**config.mk**
```make
export PLATFORM = sky130hd
export DESIGN_NAME = srp_ctrl
export DESIGN_NICKNAME = d
export VERILOG_FILES = /design/src/design/srp_pkg.sv /design/src/design/srp_ctrl.sv
export SDC_FILE = /design/constraint.sdc
export NUM_CORES = 1
export LEC_CHECK = 0
export BUFFER_PORTS_ARGS = -buffer_cell sky130_fd_sc_hd__buf_4
export CORE_AREA = 2 2 39 41
export CTS_CLUSTER_DIAMETER = 30
export DETAILED_ROUTE_END_ITERATION = 7
export DIE_AREA = 0 0 41 43
export PLACE_DENSITY_LB_ADDON = 0.12
export SYNTH_ARGS = -nofsm -noshare
export SYNTH_HDL_FRONTEND = slang
export SYNTH_SLANG_ARGS = --single-unit
export TNS_END_PERCENT = 1
```
**constraint.sdc**
```tcl
create_clock -name clk -period 2 [get_ports clk]
set_clock_uncertainty 0.1 [all_clocks]
set_input_delay 0.3 -clock clk [delete_from_list [all_inputs] [get_ports clk]]
set_output_delay 0.3 -clock clk [all_outputs]
set_load 0.01 [all_outputs]
```
**src/design/srp_pkg.sv**
```systemverilog
// Shared types and constants of the station route planner.
// Used by the controller, the datapath and the checker.
package srp_pkg;

    // Fixed widths of the item fields.
    localparam int NODE_BITS = 3;
    localparam int OP_BITS   = 2;

    // Opcodes of an input item.
    localparam logic [OP_BITS-1:0] OP_EDGE = 2'd0;
    localparam logic [OP_BITS-1:0] OP_POS  = 2'd1;
    localparam logic [OP_BITS-1:0] OP_PLAN = 2'd2;

    // Controller states.
    typedef enum logic [3:0] {
        S_IDLE,
        S_NEAR_SQ,
        S_NEAR_CMP,
        S_NEAR_DONE,
        S_INIT,
        S_SEL,
        S_SETTLE,
        S_RLX_RD,
        S_RLX_UPD,
        S_CHECK,
        S_TRACE,
        S_EMIT,
        S_EMIT_START,
        S_EMIT_UNR
    } state_t;

    // Commands from the controller to the datapath.
    typedef struct packed {
        logic take;
        logic near_sq;
        logic near_cmp;
        logic init;
        logic sel_step;
        logic settle;
        logic rlx_rd;
        logic rlx_upd;
        logic sel_goal;
        logic trace_init;
        logic trace_step;
        logic emit_trail;
        logic emit_start;
        logic out_unr;
    } cmd_t;

    // Status from the datapath to the controller.
    typedef struct packed {
        logic plan_in;
        logic j_last;
        logic found;
        logic goal_is_start;
        logic goal_bad;
        logic trace_end;
        logic emit_last;
        logic out_free;
    } sts_t;

endpackage

```
**src/design/srp_ctrl.sv**
```systemverilog
// Sequencing state machine of the station route planner.
// Depends on srp_pkg; drives the datapath through srp_pkg::cmd_t.
module srp_ctrl (
    input  logic           clk,
    input  logic           rst_n,
    input  logic           in_valid,
    input  srp_pkg::sts_t  sts,
    output srp_pkg::cmd_t  cmd,
    output logic           in_stall
);

    srp_pkg::state_t state_reg;
    srp_pkg::state_t state_next;

    // State register.
    always_ff @(posedge clk or negedge rst_n)
    begin
        if (!rst_n)
        begin
            state_reg <= srp_pkg::S_IDLE;
        end
        else
        begin
            state_reg <= state_next;
        end
    end

    // Next state and commands.
    always_comb
    begin
        state_next = state_reg;
        cmd        = '0;
        in_stall   = 1'b1;
        unique case (state_reg)
            srp_pkg::S_IDLE:
            begin
                in_stall = 1'b0;
                cmd.take = in_valid;
                if (in_valid && sts.plan_in)
                begin
                    state_next = srp_pkg::S_NEAR_SQ;
                end
            end
            srp_pkg::S_NEAR_SQ:
            begin
                cmd.near_sq = 1'b1;
                state_next  = srp_pkg::S_NEAR_CMP;
            end
            srp_pkg::S_NEAR_CMP:
            begin
                cmd.near_cmp = 1'b1;
                state_next   = sts.j_last ? srp_pkg::S_NEAR_DONE : srp_pkg::S_NEAR_SQ;
            end
            srp_pkg::S_NEAR_DONE:
            begin
                state_next = sts.goal_is_start ? srp_pkg::S_EMIT_START : srp_pkg::S_INIT;
            end
            srp_pkg::S_INIT:
            begin
                cmd.init   = 1'b1;
                state_next = srp_pkg::S_SEL;
            end
            srp_pkg::S_SEL:
            begin
                cmd.sel_step = 1'b1;
                if (sts.j_last)
                begin
                    state_next = srp_pkg::S_SETTLE;
                end
            end
            srp_pkg::S_SETTLE:
            begin
                if (sts.found)
                begin
                    cmd.settle = 1'b1;
                    state_next = srp_pkg::S_RLX_RD;
                end
                else
                begin
                    state_next = srp_pkg::S_CHECK;
                end
            end
            srp_pkg::S_RLX_RD:
            begin
                cmd.rlx_rd = 1'b1;
                state_next = srp_pkg::S_RLX_UPD;
            end
            srp_pkg::S_RLX_UPD:
            begin
                cmd.rlx_upd = 1'b1;
                state_next  = sts.j_last ? srp_pkg::S_SEL : srp_pkg::S_RLX_RD;
            end
            srp_pkg::S_CHECK:
            begin
                cmd.sel_goal = 1'b1;
                if (sts.goal_bad)
                begin
                    state_next = srp_pkg::S_EMIT_UNR;
                end
                else
                begin
                    cmd.trace_init = 1'b1;
                    state_next     = srp_pkg::S_TRACE;
                end
            end
            srp_pkg::S_TRACE:
            begin
                cmd.trace_step = 1'b1;
                if (sts.trace_end)
                begin
                    state_next = srp_pkg::S_EMIT;
                end
            end
            srp_pkg::S_EMIT:
            begin
                if (sts.out_free)
                begin
                    cmd.emit_trail = 1'b1;
                    if (sts.emit_last)
                    begin
                        state_next = srp_pkg::S_IDLE;
                    end
                end
            end
            srp_pkg::S_EMIT_START:
            begin
                if (sts.out_free)
                begin
                    cmd.emit_start = 1'b1;
                    state_next     = srp_pkg::S_IDLE;
                end
            end
            srp_pkg::S_EMIT_UNR:
            begin
                if (sts.out_free)
                begin
                    cmd.emit_start = 1'b1;
                    cmd.out_unr    = 1'b1;
                    state_next     = srp_pkg::S_IDLE;
                end
            end
            default:
            begin
                state_next = srp_pkg::S_IDLE;
            end
        endcase
    end

endmodule

```
* After elaboration in Yosys (flattened, before gate mapping)
Cells that the tools add are included.
Storage, ports and cells: output and inout port bits 15, register bits after elaboration 4, logic and storage cells 54, input port bits 11
Operators by class: reductions and logical operators 4, muxes and demuxes 30, equal/unequal tests 19
Operators by type and width (count):
- case mux 4 bit (13 select lines) | 1
- two-way mux 4 bit | 8
- equality test 4 bit (second input constant) | 6
- equality test 4 x 3 -> 1 bit (second input constant) | 4
- two-way mux 1 bit | 15
- inequality test 2 bit (second input constant) | 5
- equality test 4 x 2 -> 1 bit (second input constant) | 2
- two-way mux 2 bit | 4
- AND reduction 6 bit | 1
- equality test 4 x 1 -> 1 bit (second input constant) | 1
- zero test 4 bit | 1
- two-way mux 3 bit | 1
- inequality test 2 x 1 -> 1 bit (second input constant) | 1
- case mux 1 bit (2 select lines) | 1
- OR reduction 2 bit | 1
- logical AND 1 bit | 1

* Longest topological paths before layout
word-level depth 4, depth in mapped cells 5, gate-level depth less buffers 4

* Worst setup path after synthesis
OpenSTA, ideal clock, no wires.
path type reg2out, start point register state_reg[2], end point output port cmd[0] (netlist name), arrival time 1519 ps, buffers on the path 1, required time 1600 ps, cell stages (with the launch flop) 5, slack 81 ps, cell sequence dfrtp_1 clkbuf_1 inv_1 nor4b_1 and2_1
RTL lines:
- start: declaration | RTL line srp_ctrl.sv:12 | srp_pkg::state_t state_reg;
- start signal: assignment | RTL line srp_ctrl.sv:20 | state_reg <= srp_pkg::S_IDLE;
- start signal: assignment | RTL line srp_ctrl.sv:24 | state_reg <= state_next;
- end: declaration | RTL line srp_ctrl.sv:8 | output srp_pkg::cmd_t cmd,

==> reports/results.tsv <==
stage	metric	value	unit
logic_synthesis	yosysSeqAreaShare	0.200	
grt	grt_pass1_vias	548	
place	hpwl	1070	um
grt	grt_use_total	0.191	
clock_tree	clock-root-buffer	clkbuf_4	
sta	hold_viol	0	
clock_tree	cts_setup_buffers	0	
logic_synthesis	synth_area	500	um^2
power	p_per_area	1490	nW/um^2
drt	dr.first_iter.drc_count	13	
floorplanning	dieArea	1760	um^2
grt	grt_overflow	0	
drt	first_pass_iters	4	
clock_tree	ctsHtreeMaxLevel	1	
worst_setup_path	ff2ff_setup_slack	0.20	ns
status	outcome	completed	
sta	hold_slack	0.302	ns
power	p_leak	0.343	nW
clock_tree	numCtsBuffers	3	
sta	slew_viol_final	0	
worst_setup_path	critPathKind	reg -> out	
floorplanning	die_h	43	um
final_layout	diodes	0	
worst_setup_path	arrival	1.45	ns
logic_synthesis	ys_types	30	
clock_tree	path_clk_slew	0.04	ns
sta	relSlewSlack	0.687	
drt	antenna_left	0	
power	p_comb_frac	0.762	
final_layout	area_growth	52.7	%
flow_run	drv_cap	0	
grt	antenna_found_initial	0	
place	port_buffers	25	
logic_synthesis	ys_seq_elements	4	
final_layout	final_cell_area	764	um^2
sta	finalSetupTns	0	ns
worst_setup_path	r2r_cells	4	
sta	rsz0062_at_grt	false	
worst_setup_path	crit_start	state_reg[1]$_DFFE_PN0P_	
final_layout	largest_reg_flops	4	
sta	min_period_over_period	0.924	
power	power.share.clock	0.089	
power	p_total	0.00114	W
power	power.switching	0.000536	W
power	p_int	0.000600	W
drt	drc	0	
grt	grt_first_pass_wirelength	2360	um
floorplanning	die_w	41	um
worst_hold_path	min_path_type	in -> async	
power	irDropWorstVdd	946	uV
drt	routed_wl	1420	um
sta	max_freq	0.541	GHz
final_layout	drive_gt1_frac	0.426	
logic_synthesis	avgSynthCellArea	7.70	um^2
drt	vias	585	
worst_setup_path	worstSetupStartpointType	register	
clock_tree	clockBufferDepth	2	
power	sequentialPowerShare	0.149	
clock_tree	clkLatencyLatePin	0.24	ns
final_layout	layout_commonest_cell	buf_4	
floorplanning	io_pins	26	
clock_tree	cts.sinks	4	
worst_setup_path	cp-endpoint	cmd[13]	
logic_synthesis	synth_warnings	0	
worst_setup_path	cp_max_fo	5	
place	dpl_cell_area	726	um^2
worst_setup_path	end_kind	primary output	
final_layout	layout.nets	107	
worst_setup_path	rr_endpoint	state_reg[1]$_DFFE_PN0P_	
grt	grt_max_degree	15	
sta	setup_viol	0	
sta	worstMarginPinSlew	0.469	ns
floorplanning	rows	14	
drt	wl_per_cell	12.9	um
power	switching_share	0.472	
logic_synthesis	synth.net_count	76	
floorplanning	core_area	1380	um^2
sta	finalCriticalPeriod	1.85	ns
final_layout	final_cell_mix	buf_4 (30), nor2_1 (8), nor3_1 (6)	
drt	via_per_inst	5.32	
floorplanning	start_util	0.362	
worst_setup_path	worstPathRequired	1.60	ns
place	place.gp.congestion	0.837	
logic_synthesis	syn_inst	65	
worst_setup_path	reg2reg_from	state_reg[1]$_DFFE_PN0P_	
final_layout	final.fill_count	133	
clock_tree	cts_tree	built	
## through the flow
step / std cells / utilization / worst slack, ns
2_1_floorplan: 65 / - / 0.0810
3_3_place_gp: 106 / 0.524 / 0.231
3_5_place_dp: 106 / 0.524 / 0.204
4_1_cts: 110 / 0.548 / 0.0789
5_1_grt: 110 / 0.552 / 0.0112
6_report: 110 / 0.552 / 0.153
## cell type report
cell class                      instances  area, um^2  area share
Timing Repair Buffer                   31         235       0.308
Sequential cell                         4         100       0.131
Clock buffer                            3        22.5      0.0295
Inverter                                4        15.0      0.0196
Multi-Input combinational cell         52         372       0.486
Tap cell                               16        20.0      0.0262
## power groups by stage
stage / Combinational [W] / Clock (W) / Sequential (W)
final: 0.000866 / 0.000101 / 0.000169
after global routing: 0.000951 / 0.000113 / 0.000180
after CTS: 0.000859 / 0.000106 / 0.000168
after detailed placement: 0.000856 / 0 / 0.000169
after global placement: 0.000856 / 0 / 0.000167
after floorplan: 0.000573 / 0 / 0.000169
## worst min path at each step
stage / start / to / slack [ns]
floorplan: rst_n / state_reg[0]$_DFFE_PN0P_ / -0.1
global placement: rst_n / state_reg[2]$_DFFE_PN0P_ / -0.002
detailed placement: rst_n / state_reg[2]$_DFFE_PN0P_ / -0.001
CTS: rst_n / state_reg[0]$_DFFE_PN0P_ / 0.29
global route: rst_n / state_reg[0]$_DFFE_PN0P_ / 0.31
finish: rst_n / state_reg[0]$_DFFE_PN0P_ / 0.30
## synth_stat cells, drive strengths merged
library cell,number,area (um^2)
nor2,8,30.0
nor3,7,46.3
nand2b,5,31.3
clkbuf,4,15.0
dfrtp,4,100
inv,4,15.0
a21oi,3,15.0
nand3b,3,22.5
o21ai,3,15.0
a211oi,2,20.0
and2,2,12.5
mux2,2,26.3
nand3,2,10.0
nor3b,2,15.0
o211ai,2,15.0
a21o,1,7.51
a311oi,1,8.76
buf,1,5.00
mux2i,1,10.0
nand2,1,3.75
nor2b,1,6.26
nor4,1,6.26
nor4b,1,8.76
o21bai,1,7.51
o2bb2ai,1,8.76
o32ai,1,27.5
or4,1,11.3
## repair_timing
| item | CTS | global route |
|---|---|---|
| hold buffers | 1 | 0 |
| hold endpoints to repair | 4 | 0 |
| setup endpoints to repair | 0 | 1 |
| resized for setup | 0 | 1 |
## cell families (layout without fill, tap and decap cells)
group,count (synthesis),count (layout),share of synthesized area
buf+inv,9,38,0.0700
simple gates,34,34,0.408
compound gates,15,15,0.250
flops,4,4,0.200
mux,3,3,0.0725
## critical path, cell delays in order (launching register included)
cell	delay, ns
dfrtp_1	0.40
or4_4	0.58
nor2_1	0.11
buf_4	0.12
## metal layers
metal	vias up	share of wire	routed length, um	GRT usage
met5	-	0	0	0
met4	0	0	0	0.0333
met3	0	0.056	80	0.0576
met2	15	0.49	696	0.291
met1	276	0.45	646	0.261
li1	294	-	-	-
Note: power is estimated with default switching activity, not from simulation.
