===== src/design/srp_pkg.sv =====
// Shared types and constants of the station route planner.
// Used by the controller, the datapath and the checker.
package srp_pkg;

    // Fixed widths of the item fields.
    localparam int NODE_BITS = 3;
    localparam int OP_BITS   = 2;

    // Opcodes of an input item.
    localparam logic [OP_BITS-1:0] OP_EDGE = 2'd0;
    localparam logic [OP_BITS-1:0] OP_POS  = 2'd1;
    localparam logic [OP_BITS-1:0] OP_PLAN = 2'd2;

    // Controller states.
    typedef enum logic [3:0] {
        S_IDLE,
        S_NEAR_SQ,
        S_NEAR_CMP,
        S_NEAR_DONE,
        S_INIT,
        S_SEL,
        S_SETTLE,
        S_RLX_RD,
        S_RLX_UPD,
        S_CHECK,
        S_TRACE,
        S_EMIT,
        S_EMIT_START,
        S_EMIT_UNR
    } state_t;

    // Commands from the controller to the datapath.
    typedef struct packed {
        logic take;
        logic near_sq;
        logic near_cmp;
        logic init;
        logic sel_step;
        logic settle;
        logic rlx_rd;
        logic rlx_upd;
        logic sel_goal;
        logic trace_init;
        logic trace_step;
        logic emit_trail;
        logic emit_start;
        logic out_unr;
    } cmd_t;

    // Status from the datapath to the controller.
    typedef struct packed {
        logic plan_in;
        logic j_last;
        logic found;
        logic goal_is_start;
        logic goal_bad;
        logic trace_end;
        logic emit_last;
        logic out_free;
    } sts_t;

endpackage


===== src/design/srp_dp.sv =====
// Datapath of the station route planner: tables, nearest-station scan,
// shortest-path registers, route trail and output register. Depends on srp_pkg.
module srp_dp #(
    parameter int NODES       = 8,
    parameter int WEIGHT_BITS = 16,
    parameter int COORD_BITS  = 16
) (
    input  logic                              clk,
    input  logic                              rst_n,
    input  srp_pkg::cmd_t                     cmd,
    output srp_pkg::sts_t                     sts,
    input  logic [srp_pkg::OP_BITS-1:0]       opcode,
    input  logic [srp_pkg::NODE_BITS-1:0]     node_a,
    input  logic [srp_pkg::NODE_BITS-1:0]     node_b,
    input  logic [15:0]                       weight,
    input  logic signed [15:0]                pos_x,
    input  logic signed [15:0]                pos_y,
    input  logic [srp_pkg::NODE_BITS-1:0]     goal_node,
    input  logic                              out_stall,
    output logic                              out_valid,
    output logic [srp_pkg::NODE_BITS-1:0]     route_node,
    output logic                              last_in_route,
    output logic                              unreachable
);

    localparam int IW  = $clog2(NODES);
    localparam int CW  = COORD_BITS;
    localparam int DW  = WEIGHT_BITS + 4;
    localparam int NE  = NODES * NODES;
    localparam int AW  = $clog2(NE);
    localparam int SQW = 2 * CW + 2;
    localparam int SSW = SQW + 1;
    localparam int NB  = srp_pkg::NODE_BITS;
    localparam logic [DW-1:0] INF = {DW{1'b1}};
    localparam logic [DW-1:0] SAT = INF - DW'(1);

    // Tables.
    logic [WEIGHT_BITS-1:0]  edge_mem_reg [NE];
    logic [NE-1:0]           edge_vld_reg;
    logic signed [CW-1:0]    px_reg [NODES];
    logic signed [CW-1:0]    py_reg [NODES];

    // Query and scan registers.
    logic signed [CW-1:0]    qx_reg;
    logic signed [CW-1:0]    qy_reg;
    logic [NB-1:0]           goal_reg;
    logic [IW-1:0]           j_reg;
    logic [IW-1:0]           start_reg;
    logic [SSW-1:0]          bsq_reg;
    logic [SQW-1:0]          sqx_reg;
    logic [SQW-1:0]          sqy_reg;

    // Shortest-path state.
    logic [DW-1:0]           dist_reg [NODES];
    logic [NODES-1:0]        vis_reg;
    logic [IW-1:0]           pred_reg [NODES];
    logic                    found_reg;
    logic [DW-1:0]           min_reg;
    logic [IW-1:0]           u_reg;
    logic [DW-1:0]           udist_reg;
    logic [WEIGHT_BITS-1:0]  rd_w_reg;
    logic                    rd_v_reg;

    // Route trail and output.
    logic [IW-1:0]           trail_reg [NODES];
    logic [IW-1:0]           v_reg;
    logic [IW-1:0]           n_reg;
    logic [IW-1:0]           e_reg;
    logic                    out_valid_reg;
    logic                    out_valid_next;
    logic [NB-1:0]           node_out_reg;
    logic                    last_reg;
    logic                    unr_reg;

    // Input conversions.
    logic signed [CW+15:0]   wide_x;
    logic signed [CW+15:0]   wide_y;
    logic [WEIGHT_BITS+15:0] wide_w;
    logic [IW+NB-1:0]        a_ext;
    logic [IW+NB-1:0]        b_ext;
    logic [IW+NB-1:0]        g_ext;
    logic [IW-1:0]           a_idx;
    logic [IW-1:0]           b_idx;
    logic [IW-1:0]           g_idx;
    logic                    a_ok;
    logic                    b_ok;
    logic                    g_ok;
    logic [AW-1:0]           wr_addr;
    logic [AW-1:0]           rd_addr;

    // Combinational datapath values.
    logic signed [CW:0]      dx;
    logic signed [CW:0]      dy;
    logic [CW:0]             mx;
    logic [CW:0]             my;
    logic [SSW-1:0]          sq_sum;
    logic [IW-1:0]           d_addr;
    logic [DW-1:0]           d_rd;
    logic [WEIGHT_BITS-1:0]  w_eff;
    logic [DW:0]             sum;
    logic [DW-1:0]           sum_sat;
    logic                    j_last;
    logic                    trace_end;
    logic [IW+NB-1:0]        trail_ext;
    logic [IW+NB-1:0]        start_ext;

    assign wide_x = {{CW{pos_x[15]}}, pos_x};
    assign wide_y = {{CW{pos_y[15]}}, pos_y};
    assign wide_w = {{WEIGHT_BITS{1'b0}}, weight};
    assign a_ext  = {{IW{1'b0}}, node_a};
    assign b_ext  = {{IW{1'b0}}, node_b};
    assign g_ext  = {{IW{1'b0}}, goal_reg};
    assign a_idx  = a_ext[IW-1:0];
    assign b_idx  = b_ext[IW-1:0];
    assign g_idx  = g_ext[IW-1:0];
    assign a_ok   = 32'(node_a) < NODES;
    assign b_ok   = 32'(node_b) < NODES;
    assign g_ok   = 32'(goal_reg) < NODES;
    assign wr_addr = AW'(a_idx) * AW'(NODES) + AW'(b_idx);
    assign rd_addr = AW'(u_reg) * AW'(NODES) + AW'(j_reg);

    // Distance from the query point to the station under scan.
    assign dx     = {qx_reg[CW-1], qx_reg} - {px_reg[j_reg][CW-1], px_reg[j_reg]};
    assign dy     = {qy_reg[CW-1], qy_reg} - {py_reg[j_reg][CW-1], py_reg[j_reg]};
    assign mx     = dx[CW] ? $unsigned(-dx) : $unsigned(dx);
    assign my     = dy[CW] ? $unsigned(-dy) : $unsigned(dy);
    assign sq_sum = SSW'(sqx_reg) + SSW'(sqy_reg);

    // One read port on the distance registers, shared by selection, relaxation and goal check.
    assign d_addr = cmd.sel_goal ? g_idx : j_reg;
    assign d_rd   = dist_reg[d_addr];

    // Relaxation sum, saturated one below infinite.
    assign w_eff   = rd_v_reg ? rd_w_reg : '0;
    assign sum     = {1'b0, udist_reg} + (DW+1)'(w_eff);
    assign sum_sat = (sum > (DW+1)'(SAT)) ? SAT : sum[DW-1:0];

    assign j_last    = j_reg == IW'(NODES - 1);
    assign trace_end = (v_reg == start_reg) || (n_reg == IW'(NODES - 1));
    assign trail_ext = {{NB{1'b0}}, trail_reg[e_reg]};
    assign start_ext = {{NB{1'b0}}, start_reg};

    always_comb
    begin
        sts.plan_in       = opcode == srp_pkg::OP_PLAN;
        sts.j_last        = j_last;
        sts.found         = found_reg;
        sts.goal_is_start = g_ok && (g_idx == start_reg);
        sts.goal_bad      = !g_ok || (d_rd == INF);
        sts.trace_end     = trace_end;
        sts.emit_last     = e_reg == '0;
        sts.out_free      = !out_valid_reg || !out_stall;
    end

    // Edge weight memory; an entry never written reads as no edge.
    always_ff @(posedge clk)
    begin
        if (cmd.take && opcode == srp_pkg::OP_EDGE && a_ok && b_ok)
        begin
            edge_mem_reg[wr_addr] <= wide_w[WEIGHT_BITS-1:0];
        end
        if (cmd.rlx_rd)
        begin
            rd_w_reg <= edge_mem_reg[rd_addr];
        end
    end

    always_ff @(posedge clk or negedge rst_n)
    begin
        if (!rst_n)
        begin
            edge_vld_reg <= '0;
            rd_v_reg     <= 1'b0;
        end
        else
        begin
            if (cmd.take && opcode == srp_pkg::OP_EDGE && a_ok && b_ok)
            begin
                edge_vld_reg[wr_addr] <= 1'b1;
            end
            if (cmd.rlx_rd)
            begin
                rd_v_reg <= edge_vld_reg[rd_addr];
            end
        end
    end

    // Station positions.
    always_ff @(posedge clk or negedge rst_n)
    begin
        if (!rst_n)
        begin
            for (int i = 0; i < NODES; i++)
            begin
                px_reg[i] <= '0;
                py_reg[i] <= '0;
            end
        end
        else if (cmd.take && opcode == srp_pkg::OP_POS && a_ok)
        begin
            px_reg[a_idx] <= wide_x[CW-1:0];
            py_reg[a_idx] <= wide_y[CW-1:0];
        end
    end

    // Query capture and nearest-station scan.
    always_ff @(posedge clk)
    begin
        if (cmd.take)
        begin
            qx_reg   <= wide_x[CW-1:0];
            qy_reg   <= wide_y[CW-1:0];
            goal_reg <= goal_node;
        end
        if (cmd.near_sq)
        begin
            sqx_reg <= SQW'(mx * mx);
            sqy_reg <= SQW'(my * my);
        end
        if (cmd.near_cmp && (j_reg == '0 || sq_sum < bsq_reg))
        begin
            bsq_reg   <= sq_sum;
            start_reg <= j_reg;
        end
    end

    // Shared node counter for scan, selection and relaxation.
    always_ff @(posedge clk or negedge rst_n)
    begin
        if (!rst_n)
        begin
            j_reg <= '0;
        end
        else if (cmd.take)
        begin
            j_reg <= '0;
        end
        else if (cmd.near_cmp || cmd.sel_step || cmd.rlx_upd)
        begin
            j_reg <= j_last ? '0 : j_reg + IW'(1);
        end
    end

    // Distances, visited marks and the selection of the next node to settle.
    always_ff @(posedge clk or negedge rst_n)
    begin
        if (!rst_n)
        begin
            for (int i = 0; i < NODES; i++)
            begin
                dist_reg[i] <= INF;
            end
            vis_reg   <= '0;
            found_reg <= 1'b0;
        end
        else
        begin
            if (cmd.init)
            begin
                for (int i = 0; i < NODES; i++)
                begin
                    dist_reg[i] <= (IW'(i) == start_reg) ? '0 : INF;
                end
                vis_reg   <= '0;
                found_reg <= 1'b0;
            end
            if (cmd.sel_step && !vis_reg[j_reg] && d_rd != INF
                && (!found_reg || d_rd < min_reg))
            begin
                found_reg <= 1'b1;
            end
            if (cmd.settle)
            begin
                vis_reg[u_reg] <= 1'b1;
                found_reg      <= 1'b0;
            end
            if (cmd.rlx_upd && !vis_reg[j_reg] && w_eff != '0 && sum_sat < d_rd)
            begin
                dist_reg[j_reg] <= sum_sat;
            end
        end
    end

    // Payload of the selection and predecessor links.
    always_ff @(posedge clk)
    begin
        if (cmd.sel_step && !vis_reg[j_reg] && d_rd != INF
            && (!found_reg || d_rd < min_reg))
        begin
            min_reg <= d_rd;
            u_reg   <= j_reg;
        end
        if (cmd.settle)
        begin
            udist_reg <= min_reg;
        end
        if (cmd.init)
        begin
            pred_reg[start_reg] <= start_reg;
        end
        if (cmd.rlx_upd && !vis_reg[j_reg] && w_eff != '0 && sum_sat < d_rd)
        begin
            pred_reg[j_reg] <= u_reg;
        end
    end

    // Route trail, walked back from the goal, then read out in reverse.
    always_ff @(posedge clk)
    begin
        if (cmd.trace_init)
        begin
            v_reg <= g_idx;
            n_reg <= '0;
        end
        if (cmd.trace_step)
        begin
            trail_reg[n_reg] <= v_reg;
            if (trace_end)
            begin
                e_reg <= n_reg;
            end
            else
            begin
                v_reg <= pred_reg[v_reg];
                n_reg <= n_reg + IW'(1);
            end
        end
        if (cmd.emit_trail)
        begin
            e_reg <= e_reg - IW'(1);
        end
    end

    // Output register.
    always_comb
    begin
        out_valid_next = out_valid_reg;
        if (cmd.emit_trail || cmd.emit_start)
        begin
            out_valid_next = 1'b1;
        end
        else if (!out_stall)
        begin
            out_valid_next = 1'b0;
        end
    end

    always_ff @(posedge clk or negedge rst_n)
    begin
        if (!rst_n)
        begin
            out_valid_reg <= 1'b0;
        end
        else
        begin
            out_valid_reg <= out_valid_next;
        end
    end

    always_ff @(posedge clk)
    begin
        if (cmd.emit_trail)
        begin
            node_out_reg <= trail_ext[NB-1:0];
            last_reg     <= e_reg == '0;
            unr_reg      <= 1'b0;
        end
        else if (cmd.emit_start)
        begin
            node_out_reg <= start_ext[NB-1:0];
            last_reg     <= 1'b1;
            unr_reg      <= cmd.out_unr;
        end
    end

    assign out_valid     = out_valid_reg;
    assign route_node    = node_out_reg;
    assign last_in_route = last_reg;
    assign unreachable   = unr_reg;

endmodule


===== config.mk =====
export PLATFORM = sky130hd
export DESIGN_NAME = srp_dp
export DESIGN_NICKNAME = d
export VERILOG_FILES = /design/src/design/srp_pkg.sv /design/src/design/srp_dp.sv
export SDC_FILE = /design/constraint.sdc
export NUM_CORES = 2
export LEC_CHECK = 0
export BUFFER_PORTS_ARGS = -buffer_cell sky130_fd_sc_hd__buf_2
export CORE_UTILIZATION = 50
export DETAILED_ROUTE_END_ITERATION = 7
export PLACE_DENSITY = 0.75
export SLEW_MARGIN = 20
export SYNTH_ARGS = -nofsm -noshare
export SYNTH_HDL_FRONTEND = slang
export SYNTH_SLANG_ARGS = --single-unit

===== constraint.sdc =====
create_clock -name clk -period 14.6 [get_ports clk]
set_clock_uncertainty 0.05 [all_clocks]
set_input_delay 2.92 -clock clk [delete_from_list [all_inputs] [get_ports clk]]
set_output_delay 2.92 -clock clk [all_outputs]
set_load 0.02 [all_outputs]

Word-level counts from Yosys, hierarchy flattened:

Memories as Yosys holds them, arrays and structs flattened. A register that Yosys moved wholly into a read port is not among the register bits.
Index checks and enable logic that the tools add are counted.

* $add $sub $neg: 11
* multipliers: 2
* div/mod/pow operators: 0
* magnitude comparators: 15
* eq/ne operators: 16
* shifts and indexed selects: 0
* multiplexer cells: 71
* bitwise operators: 5
* reduce and logical (&&, ||, !) cells: 35

Operator list (count)
* two-way mux 160 bit: 2
* bitwise mux 128 bit: 2
* two-way mux 20 bit: 12
* bitwise mux 160 bit: 1
* binary-select mux 16 bit (select 3 bit): 2
* two-way mux 16 bit: 6
* multiplier 17 x 17 -> 34 bit: 2
* OR 64 bit: 1
* binary-select mux 20 bit (select 3 bit): 1
* demux 20 bit (select 3 bit): 1
* demux 16 bit (select 3 bit): 1
* two-way mux 3 bit: 16
* less-than comparator 20 bit: 2
* adder 34 x 34 -> 35 bit: 1
* less-than comparator 35 bit: 1
* two-way mux 17 bit: 2
* negation 17 bit: 2
* subtractor 16 x 16 -> 17 bit: 2
* adder 20 x 16 -> 21 bit: 1
* greater-than comparator 21 x 20 -> 1 bit (second input constant): 1
* == test 20 bit (second input constant): 1
* != test 20 bit (second input constant): 1
* two-way mux 1 bit: 19
* two-way mux 8 bit: 2
* other kinds (32): 73

* register bits: 692
* bits in latches: 0
* bits in writable memories: 1072
* memory bits (read-only): 0
* logic and storage cells: 204
* memories kept: 3

Memory list
* edge_mem_reg: words 64, width 16, rd ports 1, clocked after memory_dff 1, wr ports 1, RTL line srp_dp.sv:38 `logic [WEIGHT_BITS-1:0] edge_mem_reg [NE];`
* pred_reg: words 8, width 3, rd ports 1, clocked after memory_dff 1, wr ports 2, RTL line srp_dp.sv:56 `logic [IW-1:0] pred_reg [NODES];`
* trail_reg: words 8, width 3, rd ports 1, clocked after memory_dff 1, wr ports 1, RTL line srp_dp.sv:65 `logic [IW-1:0] trail_reg [NODES];`

Logic depth before layout (Yosys ltp):

* depth after elaboration: 10
* gate-level depth with buffers: 49

Least setup slack after synthesis:

No wires, ideal clock.

* path type: register to register
* start point: reg j_reg[1]
* end point: reg sqy_reg[31], data pin
* library setup time: 258 ps
* arrival: 10881 ps
* required time: 14292 ps
* slack: 3411 ps
* cell stages (with the launch flop): 44
* buffers on the path: 7
* period minus slack after synthesis: 11189 ps
* cell sequence: dfrtp_1 -> clkbuf_1 -> clkbuf_1 -> clkbuf_1 -> nor3_1 -> clkbuf_1 -> clkbuf_1 -> clkbuf_1 -> a22oi_1 -> nand3_1 -> ha_1 -> inv_1 -> fa_1 -> a21o_1 -> a21oi_1 -> xnor2_1 -> or2_4 -> or4_4 -> [8 not listed] -> fa_1 -> fa_1 -> inv_1 -> fa_1 -> fa_1 -> inv_1 -> fa_1 -> inv_1 -> ha_1 -> nand3_1 -> or2_2 -> nor4b_1 -> o22ai_1 -> o31ai_1 -> a221o_1 -> a21o_1 -> a21oi_1 -> xnor2_1

* cells in the longest elaborated chain, start to end: 8

RTL lines
* start: declaration: RTL line srp_dp.sv:47 `logic [IW-1:0] j_reg;`
* start signal: assignment: RTL line srp_dp.sv:240 `j_reg <= j_last ? '0 : j_reg + IW'(1);`
* inverter 3 -> 4 bit (not written as such) (*): RTL line srp_dp.sv:124 `assign dy = {qy_reg[CW-1], qy_reg} - {py_reg[j_reg][CW-1], py_reg[j_reg]};`
* binary-select mux 16 bit (select 3 bit) (*): RTL line srp_dp.sv:124
* two-way mux 16 bit (not written as such) (*) (2 in series): RTL line srp_dp.sv:124
* subtractor 16 x 16 -> 17 bit (*): RTL line srp_dp.sv:124
* negation 17 bit: RTL line srp_dp.sv:126 `assign my = dy[CW] ? $unsigned(-dy) : $unsigned(dy);`
* two-way mux 17 bit (*): RTL line srp_dp.sv:126
* multiplier 17 x 17 -> 34 bit (*): RTL line srp_dp.sv:218 `sqy_reg <= SQW'(my * my);`
* end signal: assignment: RTL line srp_dp.sv:218
* end: declaration: RTL line srp_dp.sv:51 `logic [SQW-1:0] sqy_reg;`

Every way passes the cells marked *; elsewhere a longest branch is shown, timed or not. The select of a mux whose other input is x is not followed.
A chain may end at the register's enable or synchronous reset.

Final worst setup path:

* start point: reg j_reg[2]
* end point: reg sqx_reg[33], data pin

* cells in the longest elaborated chain, start to end: 8

RTL lines
* inverter 3 -> 4 bit (not written as such) (*): RTL line srp_dp.sv:123 `assign dx = {qx_reg[CW-1], qx_reg} - {px_reg[j_reg][CW-1], px_reg[j_reg]};`
* binary-select mux 16 bit (select 3 bit) (*): RTL line srp_dp.sv:123
* two-way mux 16 bit (not written as such) (*) (2 in series): RTL line srp_dp.sv:123
* subtractor 16 x 16 -> 17 bit (*): RTL line srp_dp.sv:123
* negation 17 bit: RTL line srp_dp.sv:125 `assign mx = dx[CW] ? $unsigned(-dx) : $unsigned(dx);`
* two-way mux 17 bit (*): RTL line srp_dp.sv:125
* multiplier 17 x 17 -> 34 bit (*): RTL line srp_dp.sv:217 `sqx_reg <= SQW'(mx * mx);`
* end signal: assignment: RTL line srp_dp.sv:217
* end: declaration: RTL line srp_dp.sv:50 `logic [SQW-1:0] sqx_reg;`

Marked as above.

==> impl_metrics.tcl <==
set metrics [dict create \
    status "finished clean" \
    synthTopCellsByArea "edfxtp_1 (41%), dfrtp_1 (9.0%), fa_1 (8.3%)" \
    setup_viol 0 \
    ys_async_sr_fraction_pct 27.7 \
    slew_headroom_pct 18.4 \
    slew_violations 0 \
    synth-seq-cells 1781 \
    vias 61158 \
    dp_hpwl_um 160000 \
    cpMostUsedCell "fa_1" \
    timing.fmax_mhz 80.9 \
    worst-path-stages 40 \
    cts_buffer_depth 3 \
    ys_warn_count 0 \
    clock-sinks 1781 \
    htreeDepth 4 \
    start_util_pct 50.3 \
    syn_inst 7312 \
    rows 158 \
    stdcell_area_um2 103000 \
    worstPathRequired_ns 15.12 \
    start_kind "flop" \
    drt-initial-drc-count 6180 \
    setup_tns_ns 0 \
    drive_gt1_share_pct 16.3 \
    rsz0062_at_grt "false" \
    largest_reg_flops 1024 \
    track_usage_pct 26.3 \
    post_dp_cell_area_um2 97100 \
    syn-cell-area_um2 93300 \
    synth-seq-area-share_pct 54.8 \
    postCtsHoldBufs 0 \
    final.fill_count 14899 \
    cp-end-kind "flop" \
    io_pins 90 \
    insertion_delay_ns 0.82 \
    cts_root_buffer "clkbuf_16" \
    grt_overflow 0 \
    grt_pass1_wl_um 374000 \
    synth_top_cell_area_share_pct 41.1 \
    area_growth_pct 10.5 \
    holdPathStages 0 \
    worstPathMaxFanout 39 \
    critPathArrivalTime_ns 12.89 \
    numCtsBuffers 179 \
    final_common_cell "edfxtp_1" \
    holdWs_ns 0.394 \
    reg2reg_depth 40 \
    routed_wl_um 249000 \
    hp-class "flop to flop" \
    crit_family "adder cells" \
    period_minus_slack_ns 12.37 \
    layout_common_cells "edfxtp_1 (1277), inv_1 (692), a21oi_1 (439)" \
    ant_nets 0 \
    place.gp.congestion 0.969 \
    grt_pass1_vias 61733 \
    crit_type "flop to flop" \
    io_buffers 89 \
    synth_largest_area_cell "edfxtp_1" \
    path_clk_slew_ns 0.06 \
    post_cts_buffers 0 \
    die_area_um2 188000 \
    drc 0 \
    coreArea_um2 185000 \
    stdcell_count 10071 \
    antenna_found_initial 23 \
    cts_tree "done" \
    final_hold_viol_count 0 \
    max_stage_delay_ns 0.80 \
    dp_cells 9721 \
    die_h_um 434 \
    firstDrtPassIters 6 \
    period_share_pct 84.7 \
    ys_types 106 \
    cts_resized 0 \
    via_per_inst 6.07 \
    fp.dieW_um 434 \
    nets 8256 \
    tightest_slew_ns 1.21 \
    slowest_stage "xnor2_1" \
    drv_cap 0 \
    synth_edf_count 1277 \
    worst-path-buf-inv 10 \
    synth_ff_type "edfxtp_1" \
    routedWlPerCell_um 24.7 \
    grt_max_degree 157 \
    syn-mean-instance-area_um2 12.8 \
]
## cell families after synthesis
logic type      Yosys count  synth area share (%)
xor+xnor                160                  1.52
mux                     663                  8.41
simple gates           1348                  6.99
flops                  1781                  54.8
buf+inv                1060                  4.36
fa+ha+maj               758                  13.3
compound gates         1540                  10.6
other cells               2               0.00805
## through the flow
step / worst slack (ns) / utilization, %
floorplan: 3.41 / -
global placement: 2.77 / 52.3
detailed placement: 2.33 / 52.3
CTS: 2.28 / 55.5
global route: 1.39 / 55.6
finish: 2.23 / 55.6
## metal layers
metal / vias up / GRT usage, % / routed length, um
met2: 2863 / 43.0 / 120000
li1: 26710 / - / -
met3: 589 / 5.18 / 21600
met4: 2 / 12.4 / 12200
met5: - / 0 / 11
met1: 30994 / 33.8 / 95700
## path summary, 6_finish.rpt
| kind | slack, ns | endpoint | start |
|---|---|---|---|
| setup reg to reg | 2.23 | sqx_reg[33] | j_reg[2] |
| hold / removal | 0.39 | udist_reg[11] | min_reg[11] |
| setup / recovery | 2.23 | sqx_reg[33] | j_reg[2] |
| max in group asynchronous | 10.09 | px_reg[38] | rst_n |
| hold reg to reg | 0.39 | udist_reg[11] | min_reg[11] |
| min in group asynchronous | 2.16 | edge_vld_reg[56] | rst_n |
## cell usage after synthesis (43+ instances only)
library cell and instances:
a21o_1 102, mux2_2 308, xor2_1 59, a221oi_1 69, o211ai_1 43, xnor2_1 99, fa_1 386, nand2_1 397
nor3_1 68, clkbuf_1 267, edfxtp_1 1277, a22oi_1 314, buf_1 52, a211oi_1 45, mux2i_1 283, inv_1 694
nand4_1 52, mux4_2 65, or2_2 80, nand3_1 117, ha_1 372, nor2_1 370, dfrtp_1 334, a21oi_1 444
dfstp_2 160, o21ai_0 303, nor2b_1 51
## layout make-up
class | count | area [um2] | area share, %
multi-input cells | 4493 | 38400 | 37.3
diodes | 17 | 42.5 | 0.0413
inverters | 710 | 2670 | 2.59
well taps | 2480 | 3100 | 3.01
clock buffers | 246 | 4960 | 4.82
flip-flops and latches | 1781 | 51100 | 49.6
clock inverters | 87 | 941 | 0.913
repair buffers | 257 | 1800 | 1.75
Power is not shown: default switching activity piles up to over one toggle a cycle in this logic, so the estimate is an artifact.
